## src/rtl/rsalu_pkg.sv

```systemverilog
package rsalu_pkg;

	// Default sizes of the stack and of one entry.
	localparam int DEPTH_DEFAULT      = 32;
	localparam int DATA_WIDTH_DEFAULT = 32;

	// A dump never emits more entries than this.
	localparam int DUMP_MAX = 32;

	// Port widths fixed by the command format.
	localparam int OPCODE_W  = 3;
	localparam int OPERAND_W = 32;
	localparam int RESULT_W  = 32;
	localparam int STATUS_W  = 2;

	// Command codes.
	localparam logic [OPCODE_W-1:0] OP_PUSH = 3'd0;
	localparam logic [OPCODE_W-1:0] OP_ADD  = 3'd1;
	localparam logic [OPCODE_W-1:0] OP_SUB  = 3'd2;
	localparam logic [OPCODE_W-1:0] OP_MUL  = 3'd3;
	localparam logic [OPCODE_W-1:0] OP_DIV  = 3'd4;
	localparam logic [OPCODE_W-1:0] OP_DUMP = 3'd5;

	// Result status codes.
	localparam logic [STATUS_W-1:0] STATUS_OK        = 2'd0;
	localparam logic [STATUS_W-1:0] STATUS_UNDERFLOW = 2'd1;
	localparam logic [STATUS_W-1:0] STATUS_FULL      = 2'd2;
	localparam logic [STATUS_W-1:0] STATUS_DIV_ZERO  = 2'd3;

endpackage

```

## src/rtl/rpn_stack_alu_top.sv

```systemverilog
// Stack calculator: push writes the stack straight from idle; add and subtract read the two
// top entries, then take one pass through the shared adder that the sequencer steps one bit
// per cycle for multiply and divide. A dump streams one entry per cycle. A new command is
// taken once busy is low. The receiver cannot stall: each result is shown for exactly one
// cycle under strobe. The asynchronous active-low reset empties the stack and idles the
// sequencer; no clearing pass.
module rpn_stack_alu_top #(
	parameter int DEPTH      = rsalu_pkg::DEPTH_DEFAULT,
	parameter int DATA_WIDTH = rsalu_pkg::DATA_WIDTH_DEFAULT
) (
	input  logic                                  clk,
	input  logic                                  arst_n,
	input  logic                                  start,
	output logic                                  busy,
	input  logic [rsalu_pkg::OPCODE_W-1:0]        opcode,
	input  logic signed [rsalu_pkg::OPERAND_W-1:0] operand,
	output logic                                  strobe,
	output logic signed [rsalu_pkg::RESULT_W-1:0] result_value,
	output logic [rsalu_pkg::STATUS_W-1:0]        status,
	output logic                                  last
);

	localparam int AddrW = $clog2(DEPTH);
	localparam int FillW = $clog2(DEPTH + 1);
	localparam int CntW  = $clog2(DATA_WIDTH);
	// The shared adder carries two extra bits so that the divider's trial subtract
	// on a DATA_WIDTH+1 bit partial remainder shows its sign in the top bit.
	localparam int AddW  = DATA_WIDTH + 2;

	typedef enum logic [3:0] {
		S_IDLE,
		S_RD_A,
		S_LOAD,
		S_EXEC,
		S_MUL,
		S_ABS_A,
		S_ABS_B,
		S_DIV,
		S_FIX,
		S_DUMP
	} state_t;

	state_t state_q;

	// The stack itself: one write port and one registered read port.
	logic [DATA_WIDTH-1:0] mem_q [DEPTH];
	logic [DATA_WIDTH-1:0] rd_data_q;
	logic                  rd_en;
	logic [AddrW-1:0]      rd_addr;
	logic                  wr_en;
	logic [AddrW-1:0]      wr_addr;
	logic [DATA_WIDTH-1:0] wr_data;

	// Fill level and the working registers of the shared unit. During a multiply,
	// a_q is the shifted multiplicand, b_q the shifted multiplier and acc_q the
	// product. During a divide, a_q holds the dividend bits shifting out at the top
	// and the quotient bits shifting in at the bottom, acc_q the partial remainder.
	logic [FillW-1:0]          fill_q;
	logic [FillW-1:0]          idx_q;
	logic [rsalu_pkg::OPCODE_W-1:0] op_q;
	logic [DATA_WIDTH-1:0]     a_q;
	logic [DATA_WIDTH-1:0]     b_q;
	logic [DATA_WIDTH-1:0]     acc_q;
	logic [CntW-1:0]           cnt_q;
	logic                      neg_q;

	logic                      strobe_q;
	logic [rsalu_pkg::RESULT_W-1:0]  result_q;
	logic [rsalu_pkg::STATUS_W-1:0]  status_q;
	logic                      last_q;

	logic                  accept;
	logic                  full;
	logic                  few;
	logic [FillW-1:0]      fill_m1;
	logic [FillW-1:0]      fill_m2;
	logic [FillW-1:0]      idx_p1;
	logic                  dump_last;
	logic [DATA_WIDTH-1:0] push_data;
	logic signed [63:0]    operand_wide;

	logic [AddW-1:0]       add_x;
	logic [AddW-1:0]       add_y;
	logic                  add_sub;
	logic [AddW-1:0]       add_sum;
	logic                  div_ge;

	logic                  commit;
	logic [DATA_WIDTH-1:0] commit_val;
	logic [DATA_WIDTH-1:0] out_src;
	logic signed [63:0]    out_wide;

	assign busy   = (state_q != S_IDLE);
	assign accept = start && !busy;

	assign full    = (fill_q == FillW'(DEPTH));
	assign few     = (fill_q < FillW'(2));
	assign fill_m1 = fill_q - FillW'(1);
	assign fill_m2 = fill_q - FillW'(2);
	assign idx_p1  = idx_q + FillW'(1);

	// A dump ends at the top of the stack or at the output limit, whichever comes first.
	assign dump_last = ((FillW + 1)'(idx_q) + (FillW + 1)'(1) == (FillW + 1)'(fill_q)) ||
		(32'(idx_q) + 32'd1 == 32'(rsalu_pkg::DUMP_MAX));

	// The operand is sign-extended, then cut to the entry width.
	assign operand_wide = 64'(operand);
	assign push_data    = operand_wide[DATA_WIDTH-1:0];

	// The shared adder. Every arithmetic step of every command goes through it:
	// add, subtract, one multiply step, one divide step, and the negations that
	// turn signed division into a divide of magnitudes.
	always_comb begin
		add_x   = '0;
		add_y   = '0;
		add_sub = 1'b0;
		unique case (state_q)
			S_EXEC: begin
				add_x   = AddW'(a_q);
				add_y   = AddW'(b_q);
				add_sub = (op_q == rsalu_pkg::OP_SUB);
			end
			S_MUL: begin
				add_x = AddW'(acc_q);
				add_y = AddW'(a_q);
			end
			S_ABS_A, S_FIX: begin
				add_y   = AddW'(a_q);
				add_sub = 1'b1;
			end
			S_ABS_B: begin
				add_y   = AddW'(b_q);
				add_sub = 1'b1;
			end
			S_DIV: begin
				add_x   = {1'b0, acc_q, a_q[DATA_WIDTH-1]};
				add_y   = AddW'(b_q);
				add_sub = 1'b1;
			end
			default: begin
			end
		endcase
	end

	assign add_sum = add_x + (add_sub ? ~add_y : add_y) + AddW'(add_sub);
	// The trial subtract fits when it leaves no borrow.
	assign div_ge  = !add_sum[AddW-1];

	// An arithmetic command finishes here: the new top replaces the second entry.
	always_comb begin
		commit     = 1'b0;
		commit_val = add_sum[DATA_WIDTH-1:0];
		unique case (state_q)
			S_EXEC: begin
				commit = 1'b1;
			end
			S_MUL: begin
				commit     = (cnt_q == '0);
				commit_val = b_q[0] ? add_sum[DATA_WIDTH-1:0] : acc_q;
			end
			S_FIX: begin
				commit     = 1'b1;
				commit_val = neg_q ? add_sum[DATA_WIDTH-1:0] : a_q;
			end
			default: begin
			end
		endcase
	end

	// Results leave sign-extended from the entry width to the result width.
	assign out_src  = (state_q == S_DUMP) ? rd_data_q : commit_val;
	assign out_wide = 64'($signed(out_src));

	// Stack port addressing.
	always_comb begin
		wr_en   = 1'b0;
		wr_addr = fill_m2[AddrW-1:0];
		wr_data = commit_val;
		if (state_q == S_IDLE) begin
			wr_en   = accept && (opcode == rsalu_pkg::OP_PUSH) && !full;
			wr_addr = fill_q[AddrW-1:0];
			wr_data = push_data;
		end else if (commit) begin
			wr_en = 1'b1;
		end
	end

	always_comb begin
		rd_en   = 1'b0;
		rd_addr = '0;
		unique case (state_q)
			S_IDLE: begin
				if (accept && (opcode == rsalu_pkg::OP_DUMP) && (fill_q != '0)) begin
					rd_en = 1'b1;
				end else if (accept && !few && (opcode == rsalu_pkg::OP_ADD ||
						opcode == rsalu_pkg::OP_SUB || opcode == rsalu_pkg::OP_MUL ||
						opcode == rsalu_pkg::OP_DIV)) begin
					rd_en   = 1'b1;
					rd_addr = fill_m1[AddrW-1:0];
				end
			end
			S_RD_A: begin
				rd_en   = 1'b1;
				rd_addr = fill_m2[AddrW-1:0];
			end
			S_DUMP: begin
				rd_en   = !dump_last;
				rd_addr = idx_p1[AddrW-1:0];
			end
			default: begin
			end
		endcase
	end

	always_ff @(posedge clk) begin
		if (wr_en) begin
			mem_q[wr_addr] <= wr_data;
		end
		if (rd_en) begin
			rd_data_q <= mem_q[rd_addr];
		end
	end

	// Sequencer with the stack level and the registered result ports.
	always_ff @(posedge clk or negedge arst_n) begin
		if (!arst_n) begin
			state_q  <= S_IDLE;
			fill_q   <= '0;
			strobe_q <= 1'b0;
		end else begin
			strobe_q <= 1'b0;
			unique case (state_q)
				S_IDLE: begin
					if (accept) begin
						op_q <= opcode;
						unique case (opcode) inside
							rsalu_pkg::OP_PUSH: begin
								if (full) begin
									strobe_q <= 1'b1;
									result_q <= '0;
									status_q <= rsalu_pkg::STATUS_FULL;
									last_q   <= 1'b1;
								end else begin
									fill_q <= fill_q + FillW'(1);
								end
							end
							rsalu_pkg::OP_ADD, rsalu_pkg::OP_SUB,
							rsalu_pkg::OP_MUL, rsalu_pkg::OP_DIV: begin
								if (few) begin
									strobe_q <= 1'b1;
									result_q <= '0;
									status_q <= rsalu_pkg::STATUS_UNDERFLOW;
									last_q   <= 1'b1;
								end else begin
									state_q <= S_RD_A;
								end
							end
							rsalu_pkg::OP_DUMP: begin
								if (fill_q != '0) begin
									idx_q   <= '0;
									state_q <= S_DUMP;
								end
							end
							default: begin
							end
						endcase
					end
				end
				S_RD_A: begin
					b_q     <= rd_data_q;
					state_q <= S_LOAD;
				end
				S_LOAD: begin
					a_q <= rd_data_q;
					unique case (op_q) inside
						rsalu_pkg::OP_ADD, rsalu_pkg::OP_SUB: begin
							state_q <= S_EXEC;
						end
						rsalu_pkg::OP_MUL: begin
							acc_q   <= '0;
							cnt_q   <= CntW'(DATA_WIDTH - 1);
							state_q <= S_MUL;
						end
						rsalu_pkg::OP_DIV: begin
							if (b_q == '0) begin
								strobe_q <= 1'b1;
								result_q <= '0;
								status_q <= rsalu_pkg::STATUS_DIV_ZERO;
								last_q   <= 1'b1;
								state_q  <= S_IDLE;
							end else begin
								neg_q   <= rd_data_q[DATA_WIDTH-1] ^ b_q[DATA_WIDTH-1];
								state_q <= S_ABS_A;
							end
						end
						default: begin
							state_q <= S_IDLE;
						end
					endcase
				end
				S_MUL: begin
					if (b_q[0]) begin
						acc_q <= add_sum[DATA_WIDTH-1:0];
					end
					a_q   <= {a_q[DATA_WIDTH-2:0], 1'b0};
					b_q   <= {1'b0, b_q[DATA_WIDTH-1:1]};
					cnt_q <= cnt_q - CntW'(1);
				end
				S_ABS_A: begin
					if (a_q[DATA_WIDTH-1]) begin
						a_q <= add_sum[DATA_WIDTH-1:0];
					end
					state_q <= S_ABS_B;
				end
				S_ABS_B: begin
					if (b_q[DATA_WIDTH-1]) begin
						b_q <= add_sum[DATA_WIDTH-1:0];
					end
					acc_q   <= '0;
					cnt_q   <= CntW'(DATA_WIDTH - 1);
					state_q <= S_DIV;
				end
				S_DIV: begin
					acc_q <= div_ge ? add_sum[DATA_WIDTH-1:0] :
						{acc_q[DATA_WIDTH-2:0], a_q[DATA_WIDTH-1]};
					a_q   <= {a_q[DATA_WIDTH-2:0], div_ge};
					cnt_q <= cnt_q - CntW'(1);
					if (cnt_q == '0) begin
						state_q <= S_FIX;
					end
				end
				S_DUMP: begin
					strobe_q <= 1'b1;
					result_q <= out_wide[rsalu_pkg::RESULT_W-1:0];
					status_q <= rsalu_pkg::STATUS_OK;
					last_q   <= dump_last;
					idx_q    <= idx_p1;
					if (dump_last) begin
						state_q <= S_IDLE;
					end
				end
				default: begin
				end
			endcase
			// Any arithmetic command that completes pops one entry and reports the new top.
			if (commit) begin
				fill_q   <= fill_m1;
				strobe_q <= 1'b1;
				result_q <= out_wide[rsalu_pkg::RESULT_W-1:0];
				status_q <= rsalu_pkg::STATUS_OK;
				last_q   <= 1'b1;
				state_q  <= S_IDLE;
			end
		end
	end

	assign strobe       = strobe_q;
	assign result_value = result_q;
	assign status       = status_q;
	assign last         = last_q;

	// The stack level never passes the capacity.
	assert property (@(posedge clk) disable iff (!arst_n) fill_q <= FillW'(DEPTH))
		else $error("stack level above capacity");

	// A push on a stack with room grows it by one and gives no result.
	assert property (@(posedge clk) disable iff (!arst_n)
		accept && (opcode == rsalu_pkg::OP_PUSH) && !full
		|=> (fill_q == $past(fill_q) + FillW'(1)) && !strobe)
		else $error("push did not grow the stack");

	// Every error result is a lone, final result with a zero value.
	assert property (@(posedge clk) disable iff (!arst_n)
		strobe && (status != rsalu_pkg::STATUS_OK) |-> last && (result_value == '0))
		else $error("malformed error result");

	// The final result of a command frees the block for the next transfer.
	assert property (@(posedge clk) disable iff (!arst_n) strobe && last |-> !busy)
		else $error("busy after final result");

endmodule
```

## config.mk

```make
export PLATFORM = sky130hd
export DESIGN_NAME = rpn_stack_alu_top
export DESIGN_NICKNAME = d
export VERILOG_FILES = /design/src/rtl/rsalu_pkg.sv /design/src/rtl/rpn_stack_alu_top.sv
export SDC_FILE = /design/constraint.sdc
export NUM_CORES = 2
export LEC_CHECK = 0
export ABC_CLOCK_PERIOD_IN_PS = 8300
export BUFFER_PORTS_ARGS = -buffer_cell sky130_fd_sc_hd__clkbuf_2
export CAP_MARGIN = 25
export CORE_MARGIN = 2
export CORE_UTILIZATION = 50
export CTS_CLUSTER_DIAMETER = 80
export DETAILED_ROUTE_END_ITERATION = 8
export PLACE_DENSITY = 0.66
export SLEW_MARGIN = 15
export SYNTH_ARGS = -nofsm -noshare
export SYNTH_HDL_FRONTEND = slang
export SYNTH_SLANG_ARGS = --single-unit
export TNS_END_PERCENT = 1
```

## constraint.sdc

```tcl
create_clock -name clk -period 8.3 [get_ports clk]
set_input_delay 0.415 -clock clk [delete_from_list [all_inputs] [get_ports clk]]
set_output_delay 0.415 -clock clk [all_outputs]
set_load 0.01 [all_outputs]
```

== Word level (Yosys, flattened, before mapping) ==
Memory sizes are Yosys's and may differ from the RTL's. A register that Yosys moved wholly into a read port is not among the register bits.
Index checks and enable logic that the tools add are counted.
Word-level totals
  flip-flop bits (word level): 157
  memory bits (writable): 1024
  input port bits: 38
  output and inout port bits: 37
  logic and storage cells: 198
  memories kept: 1
Cells by class
  add/sub/neg operators: 9
  magnitude comparators: 1
  eq/ne operators: 39
  muxes and demuxes: 79
  bitwise logic cells: 3
  reduce and logical (&&, ||, !) cells: 51
Memory list
  mem_q: words 32, bits a word 32, read ports 1, clocked after Yosys merged registers in 1, write ports 1, line rpn_stack_alu_top.sv:46  | logic [DATA_WIDTH-1:0] mem_q [DEPTH];
Operator list (count)
  $mux 32: 14
  $pmux 32 s4: 2
  $pmux 32 s2: 3
  $pmux 32 s3: 2
  $pmux 33 s3: 1
  $mux 6: 8
  $add 34x1->34: 1
  $add 34x34->34: 1
  $mux 34: 1
  $not 34->34: 1
  $logic_not 32->1: 1
  $pmux 5 s3: 2
  $pmux 4 s7: 1
  $mux 4: 6
  $mux 5: 4
  $mux 1: 17
  $eq 4x3->1 const B: 4
  $reduce_bool 4->1: 4
  $ne 3x3->1 const B: 5
  $reduce_and 3->1: 5
  $add 6x1->7 const B: 2
  $add 6x1->6 const B: 2
  $eq 3x2->1 const B: 4
  $ne 4x4->1 const B: 3
  45 further kinds: 88

== Logic depth before layout (Yosys ltp) ==
  word-level depth: 12
  mapped depth: 20
  mapped depth without buffers: 16

== Worst setup path before layout ==
Ideal clock, no wire load.
  path type: reg-to-reg
  start: register state_q[1]
  end: memory mem_q[0][20] (netlist name), data pin
  library setup time: 0.377 ns
  data arrival time: 5.418 ns
  required time: 7.923 ns
  path slack: 2.505 ns
  cell stages (with the launch flop): 18
  buffers on the path: 3
  period minus slack after synthesis: 5.795 ns
  cells stage by stage: dfrtp_1 > clkbuf_1 > buf_1 > inv_1 > nor3_1 > clkbuf_1 > a22oi_1 > xnor2_1 > ha_1 > nand4_1 > a2111oi_0 > a211oi_1 > or4b_2 > nand3_1 > xor2_1 > o211a_1 > a221oi_1 > a21oi_1
Between the ends
  longest elaborated chain between the ends: 10
  elaborated cells on any way between the ends: 21
  classes of those cells: add/sub: 2; eq/ne: 6; mux: 8; bitwise: 1; reduce/logical: 4
RTL lines
  start, declared: line rpn_stack_alu_top.sv:43  | state_t state_q;
  start signal, assigned: line rpn_stack_alu_top.sv:227  | state_q <= S_IDLE;
  start signal, assigned: line rpn_stack_alu_top.sv:255  | state_q <= S_RD_A;
  start signal, assigned: line rpn_stack_alu_top.sv:261  | state_q <= S_DUMP;
  $eq 4x3->1 (tied with other cells): line rpn_stack_alu_top.sv:117  | unique case (state_q)
  $reduce_or 3->1 (no source line)
  $pmux 32 s2: line rpn_stack_alu_top.sv:117
  $not 34->34: line rpn_stack_alu_top.sv:145  | assign add_sum = add_x + (add_sub ? ~add_y : add_y) + AddW'(add_sub);
  $mux 34: line rpn_stack_alu_top.sv:145
  $add 34x34->34: line rpn_stack_alu_top.sv:145
  $add 34x1->34: line rpn_stack_alu_top.sv:145
  $mux 32, on equally long branches
  $pmux 32 s2: line rpn_stack_alu_top.sv:153  | unique case (state_q)
  $mux 32 (*): line rpn_stack_alu_top.sv:179  | if (state_q == S_IDLE) begin
  named net wr_data[20]: line rpn_stack_alu_top.sv:52  | logic [DATA_WIDTH-1:0] wr_data;
  end, declared: line rpn_stack_alu_top.sv:46
The timed path passes the listed nets; every way through them passes the cells marked *.

== Worst setup path after layout ==
  start: register state_q[2]
  end: memory mem_q[18][20] (netlist name), data pin
The elaborated chain is that of the path after synthesis.

==> run_results.csv <==
group,metric,value,unit
timing,max_freq,0.146,GHz
synth,synth.cell_area,54300,um2
synth,synth.distinct_cells,82,
floorplanning,die_outline_area,111000,um2
synth,yosys_warnings,0,
route,routed_via_density,6.39,
synth,syn-mean-instance-area,11.7,um2
route,firstDrtPassIters,9,
final_layout,fin_nets,4705,
clock_tree,ctsResizeCount,0,
timing,rsz0062_at_grt,"false",
route,final_antenna_net_count,0,
grt,grt.met2_usage,46.0,%
timing,finalSetupViolCount,0,
synth,yosysTopAreaCell,"sky130_fd_sc_hd__edfxtp_1",
synth,synth_top_family_by_area,"simple AND/OR/NAND/NOR gates",
grt,initial_antenna_violation_count,6,
grt,grt_remaining_overflow,0,
setup_path,critPathMaxFanout,32,
synth,post-synth-top-area-fraction,66.5,%
floorplanning,ios,75,
final_layout,final_layout_size_suffix_gt1_share,10.3,%
synth,postSynthCellCount,4628,
clock_tree,worst_skew_pair.late_latency,760,ps
timing,clock-skew-final,29.8,ps
setup_path,worst_r2r_endpoint,"mem_q[18][20]",
floorplanning,coreArea,107000,um2
setup_path,setup_crit_path_kind,"reg -> reg",
synth,synth_most_common_cell,"sky130_fd_sc_hd__edfxtp_1",
final_layout,area_growth_syn_to_layout,12.4,%
synth,yosys.area_share.adder,0.935,%
grt,grt.total_usage,29.2,%
grt,first_pass_grt_wire_length,243000,um
clock_tree,cts_hold_buf,4,
synth,synthFlopType,"sky130_fd_sc_hd__edfxtp_1",
timing,worst_slew_pin_slew,1140,ps
synth,synth_xor_xnor_area_share,1.13,%
timing,fin_crit,6830,ps
setup_path,critical_path.endpoint_type,"flip-flop",
timing,hold_viol,0,
clock_tree,clock-root-buffer,"sky130_fd_sc_hd__clkbuf_16",
clock_tree,post-cts-setup-buffers,0,
route,detailroute.via_count,39200,
place,numPortBuffers,74,
pwr,power.leakage,20.9,nW
synth,synth_enable_flop_cells,1202,
run,drv.max_cap_violation_count,0,
setup_path,critPathRequiredTime,8760,ps
synth,muxShareOfSynthArea,0.346,%
synth,postSynthNetCount,4706,
synth,yosys.area_share.simple,16.6,%
timing,finalCritPeriodShare,82.3,%
setup_path,path_cells,"nor2b_1, a21oi_1, nor2_2, a22o_1, xnor2_1, inv_1, fa_1, nand2b_1, a2111oi_0, a211oi_1, or4b_2, nand3_1, xor2_1, o211a_1, a221oi_1, a21oi_2, buf_4",
setup_path,critPathTopFamily,"compound AO/OA/AOI/OAI gates",
setup_path,reg2reg_depth,17,
timing,worst_hold_slack,168,ps
final_layout,finalCoreUtilization,56.9,%
synth,synth_seq_area_share,67.0,%
clock_tree,cts_buffer_depth,3,
final_layout,seq_area,36400,um2
place,dpl.cell_count,5893,
synth,post_synth_main_area_contributors,"sky130_fd_sc_hd__edfxtp_1, sky130_fd_sc_hd__nand2_1, sky130_fd_sc_hd__nand3_1",
grt,busiest_layer,"met2",
setup_path,setup.worst_path.start_class,"flip-flop",
synth,synth.top_cells.by_count,"sky130_fd_sc_hd__edfxtp_1, sky130_fd_sc_hd__nand2_1, sky130_fd_sc_hd__nand3_1",
setup_path,worst-r2r-setup-slack,1470,ps
pwr,power_per_cell_area,497,nW/um2
floorplanning,core.rowCount,120,
route,routed_wirelength,165000,um
final_layout,final_cells,6134,
floorplanning,initial_core_util,50.6,%
timing,finalWorstSetupSlack,1470,ps
place,detailedPlacementHpwl,93100,um
clock_tree,cts_sinks,1213,
status,outcome,"finished with violations",
grt,met3_usage,5.04,%
clock_tree,tritoncts,"done",
status,failed_checks,"design-rule violations",
hold_path,hp-class,"in -> async",
floorplanning,fp.dieH,334,um
grt,grt_pass1_vias,37100,
setup_path,maximum_cell_stage_delay_along_the_critical_path,890,ps
clock_tree,ctsHtreeMaxLevel,4,
pwr,power.ir.vdd_worst,423,uV
final_layout,final.fill_count,8636,
setup_path,beginning_of_the_worst_register_to_register_path,"state_q[2]",
route,detail_route.wl_per_cell,26.8,um
grt,grt_max_degree,177,
final_layout,multiInputGateArea,17000,um2
timing,number_of_pins_exceeding_their_max_slew_limit_in_the_final_report,0,
route,route.detailed.drc,1,
synth,synthArstFlopShare,0.907,%
timing,slew-limit-headroom,23.9,%
floorplanning,die_x,334,um
setup_path,worst_path_max_delay_cell,"sky130_fd_sc_hd__dfrtp_1",
route,drt_first_iter_violations,5592,
setup_path,cp.arrival,7290,ps
timing,tns,0,ps
grt,global_route_met1_utilization,40.4,%
clock_tree,numCtsBuffers,130,
synth,ys_ff_latch,1213,
clock_tree,clk_transition_reported_paths,60,ps
synth,synth_compound_gate_area_share,11.2,%
setup_path,path_buf_inv,2,
place,pre_cts_ws,1630,ps
place,gpl.final_weighted_congestion,0.959,
## routing by layer
layer | vias up | wire length, um | share of wire, %
li1 | 17400 | - | -
met1 | 19200 | 65400 | 40
met2 | 2231 | 76500 | 46
met3 | 411 | 15800 | 9.6
met4 | 6 | 6830 | 4.1
met5 | - | 44 | 0.027
## flip-flops by register name, indices dropped and copies added (netlist names)
register	cells
neg_q	1
result_value	32
acc_q	32
b_q	32
idx_q	6
fill_q	6
strobe	1
last	1
rd_data_q	32
cnt_q	5
a_q	32
op_q	3
mem_q	1024
state_q	4
status	2
## placed cells by master, fill, tap and decap left out, drive strengths merged, types with 10 or more instances in the layout
cell type / netlist / routed
a311oi: 161 / 161
clkbuf: 302 / 232
nor4: 15 / 15
nor2: 260 / 260
bufinv: 0 / 11
a22oi: 43 / 43
mux2i: 12 / 12
o21a: 13 / 13
nand2: 1059 / 1059
ha: 39 / 39
xor2: 18 / 18
inv: 61 / 70
nor3: 23 / 23
and3: 10 / 10
nand3: 542 / 542
and2: 73 / 73
edfxtp: 1202 / 1202
buf: 35 / 126
a221oi: 51 / 51
clkinv: 1 / 54
xnor2: 52 / 52
a222oi: 34 / 34
dfrtp: 11 / 11
o31ai: 10 / 10
nand2b: 13 / 13
a22o: 12 / 12
a211oi: 79 / 79
o211ai: 34 / 34
a21oi: 111 / 111
o21ai: 91 / 91
a31oi: 47 / 47
a21o: 54 / 54
nand4: 29 / 29
## worst max path at each step
stage	start	to	slack (ps)	depth (start not counted)
after global routing	state_q[2]	mem_q[9][28]	1000	17
after detailed placement	state_q[2]	mem_q[30][20]	1630	17
final	state_q[2]	mem_q[18][20]	1470	17
after CTS	state_q[2]	mem_q[4][20]	1590	17
after global placement	state_q[2]	mem_q[5][12]	1680	16
after floorplan	state_q[1]	mem_q[0][20]	2510	17
## logic make-up after synthesis
kind of cell / after synthesis
xor+xnor: 70
simple gates: 2068
buf+inv: 399
compound gates: 820
fa+ha+maj: 40
mux: 18
flops: 1213
## through the flow
step | total power, mW | instance area (um2)
3_5_place_dp | 24.3 | 56800
3_3_place_gp | 24.2 | 56800
6_report | 30.3 | 61100
5_1_grt | 31.6 | 61100
4_1_cts | 30.0 | 61000
2_1_floorplan | 19.1 | 54300
## report_power, final
group | internal [mW] | switching [mW] | leakage (nW)
logic | 3.40 | 9.82 | 7.88
registers | 10.9 | 0.482 | 11.0
clock network | 3.31 | 2.39 | 2.03
## final cells by class
type / instances / share of cell area, %
flip-flops and latches: 1213 / 59.6
clock buffers: 158 / 5.64
diodes: 1 / 0.00410
multi-input cells: 3016 / 27.8
well taps: 1403 / 2.87
repair buffers: 204 / 2.57
clock inverters: 77 / 1.17
inverters: 62 / 0.383
Note: power is estimated with default switching activity, not from simulation.
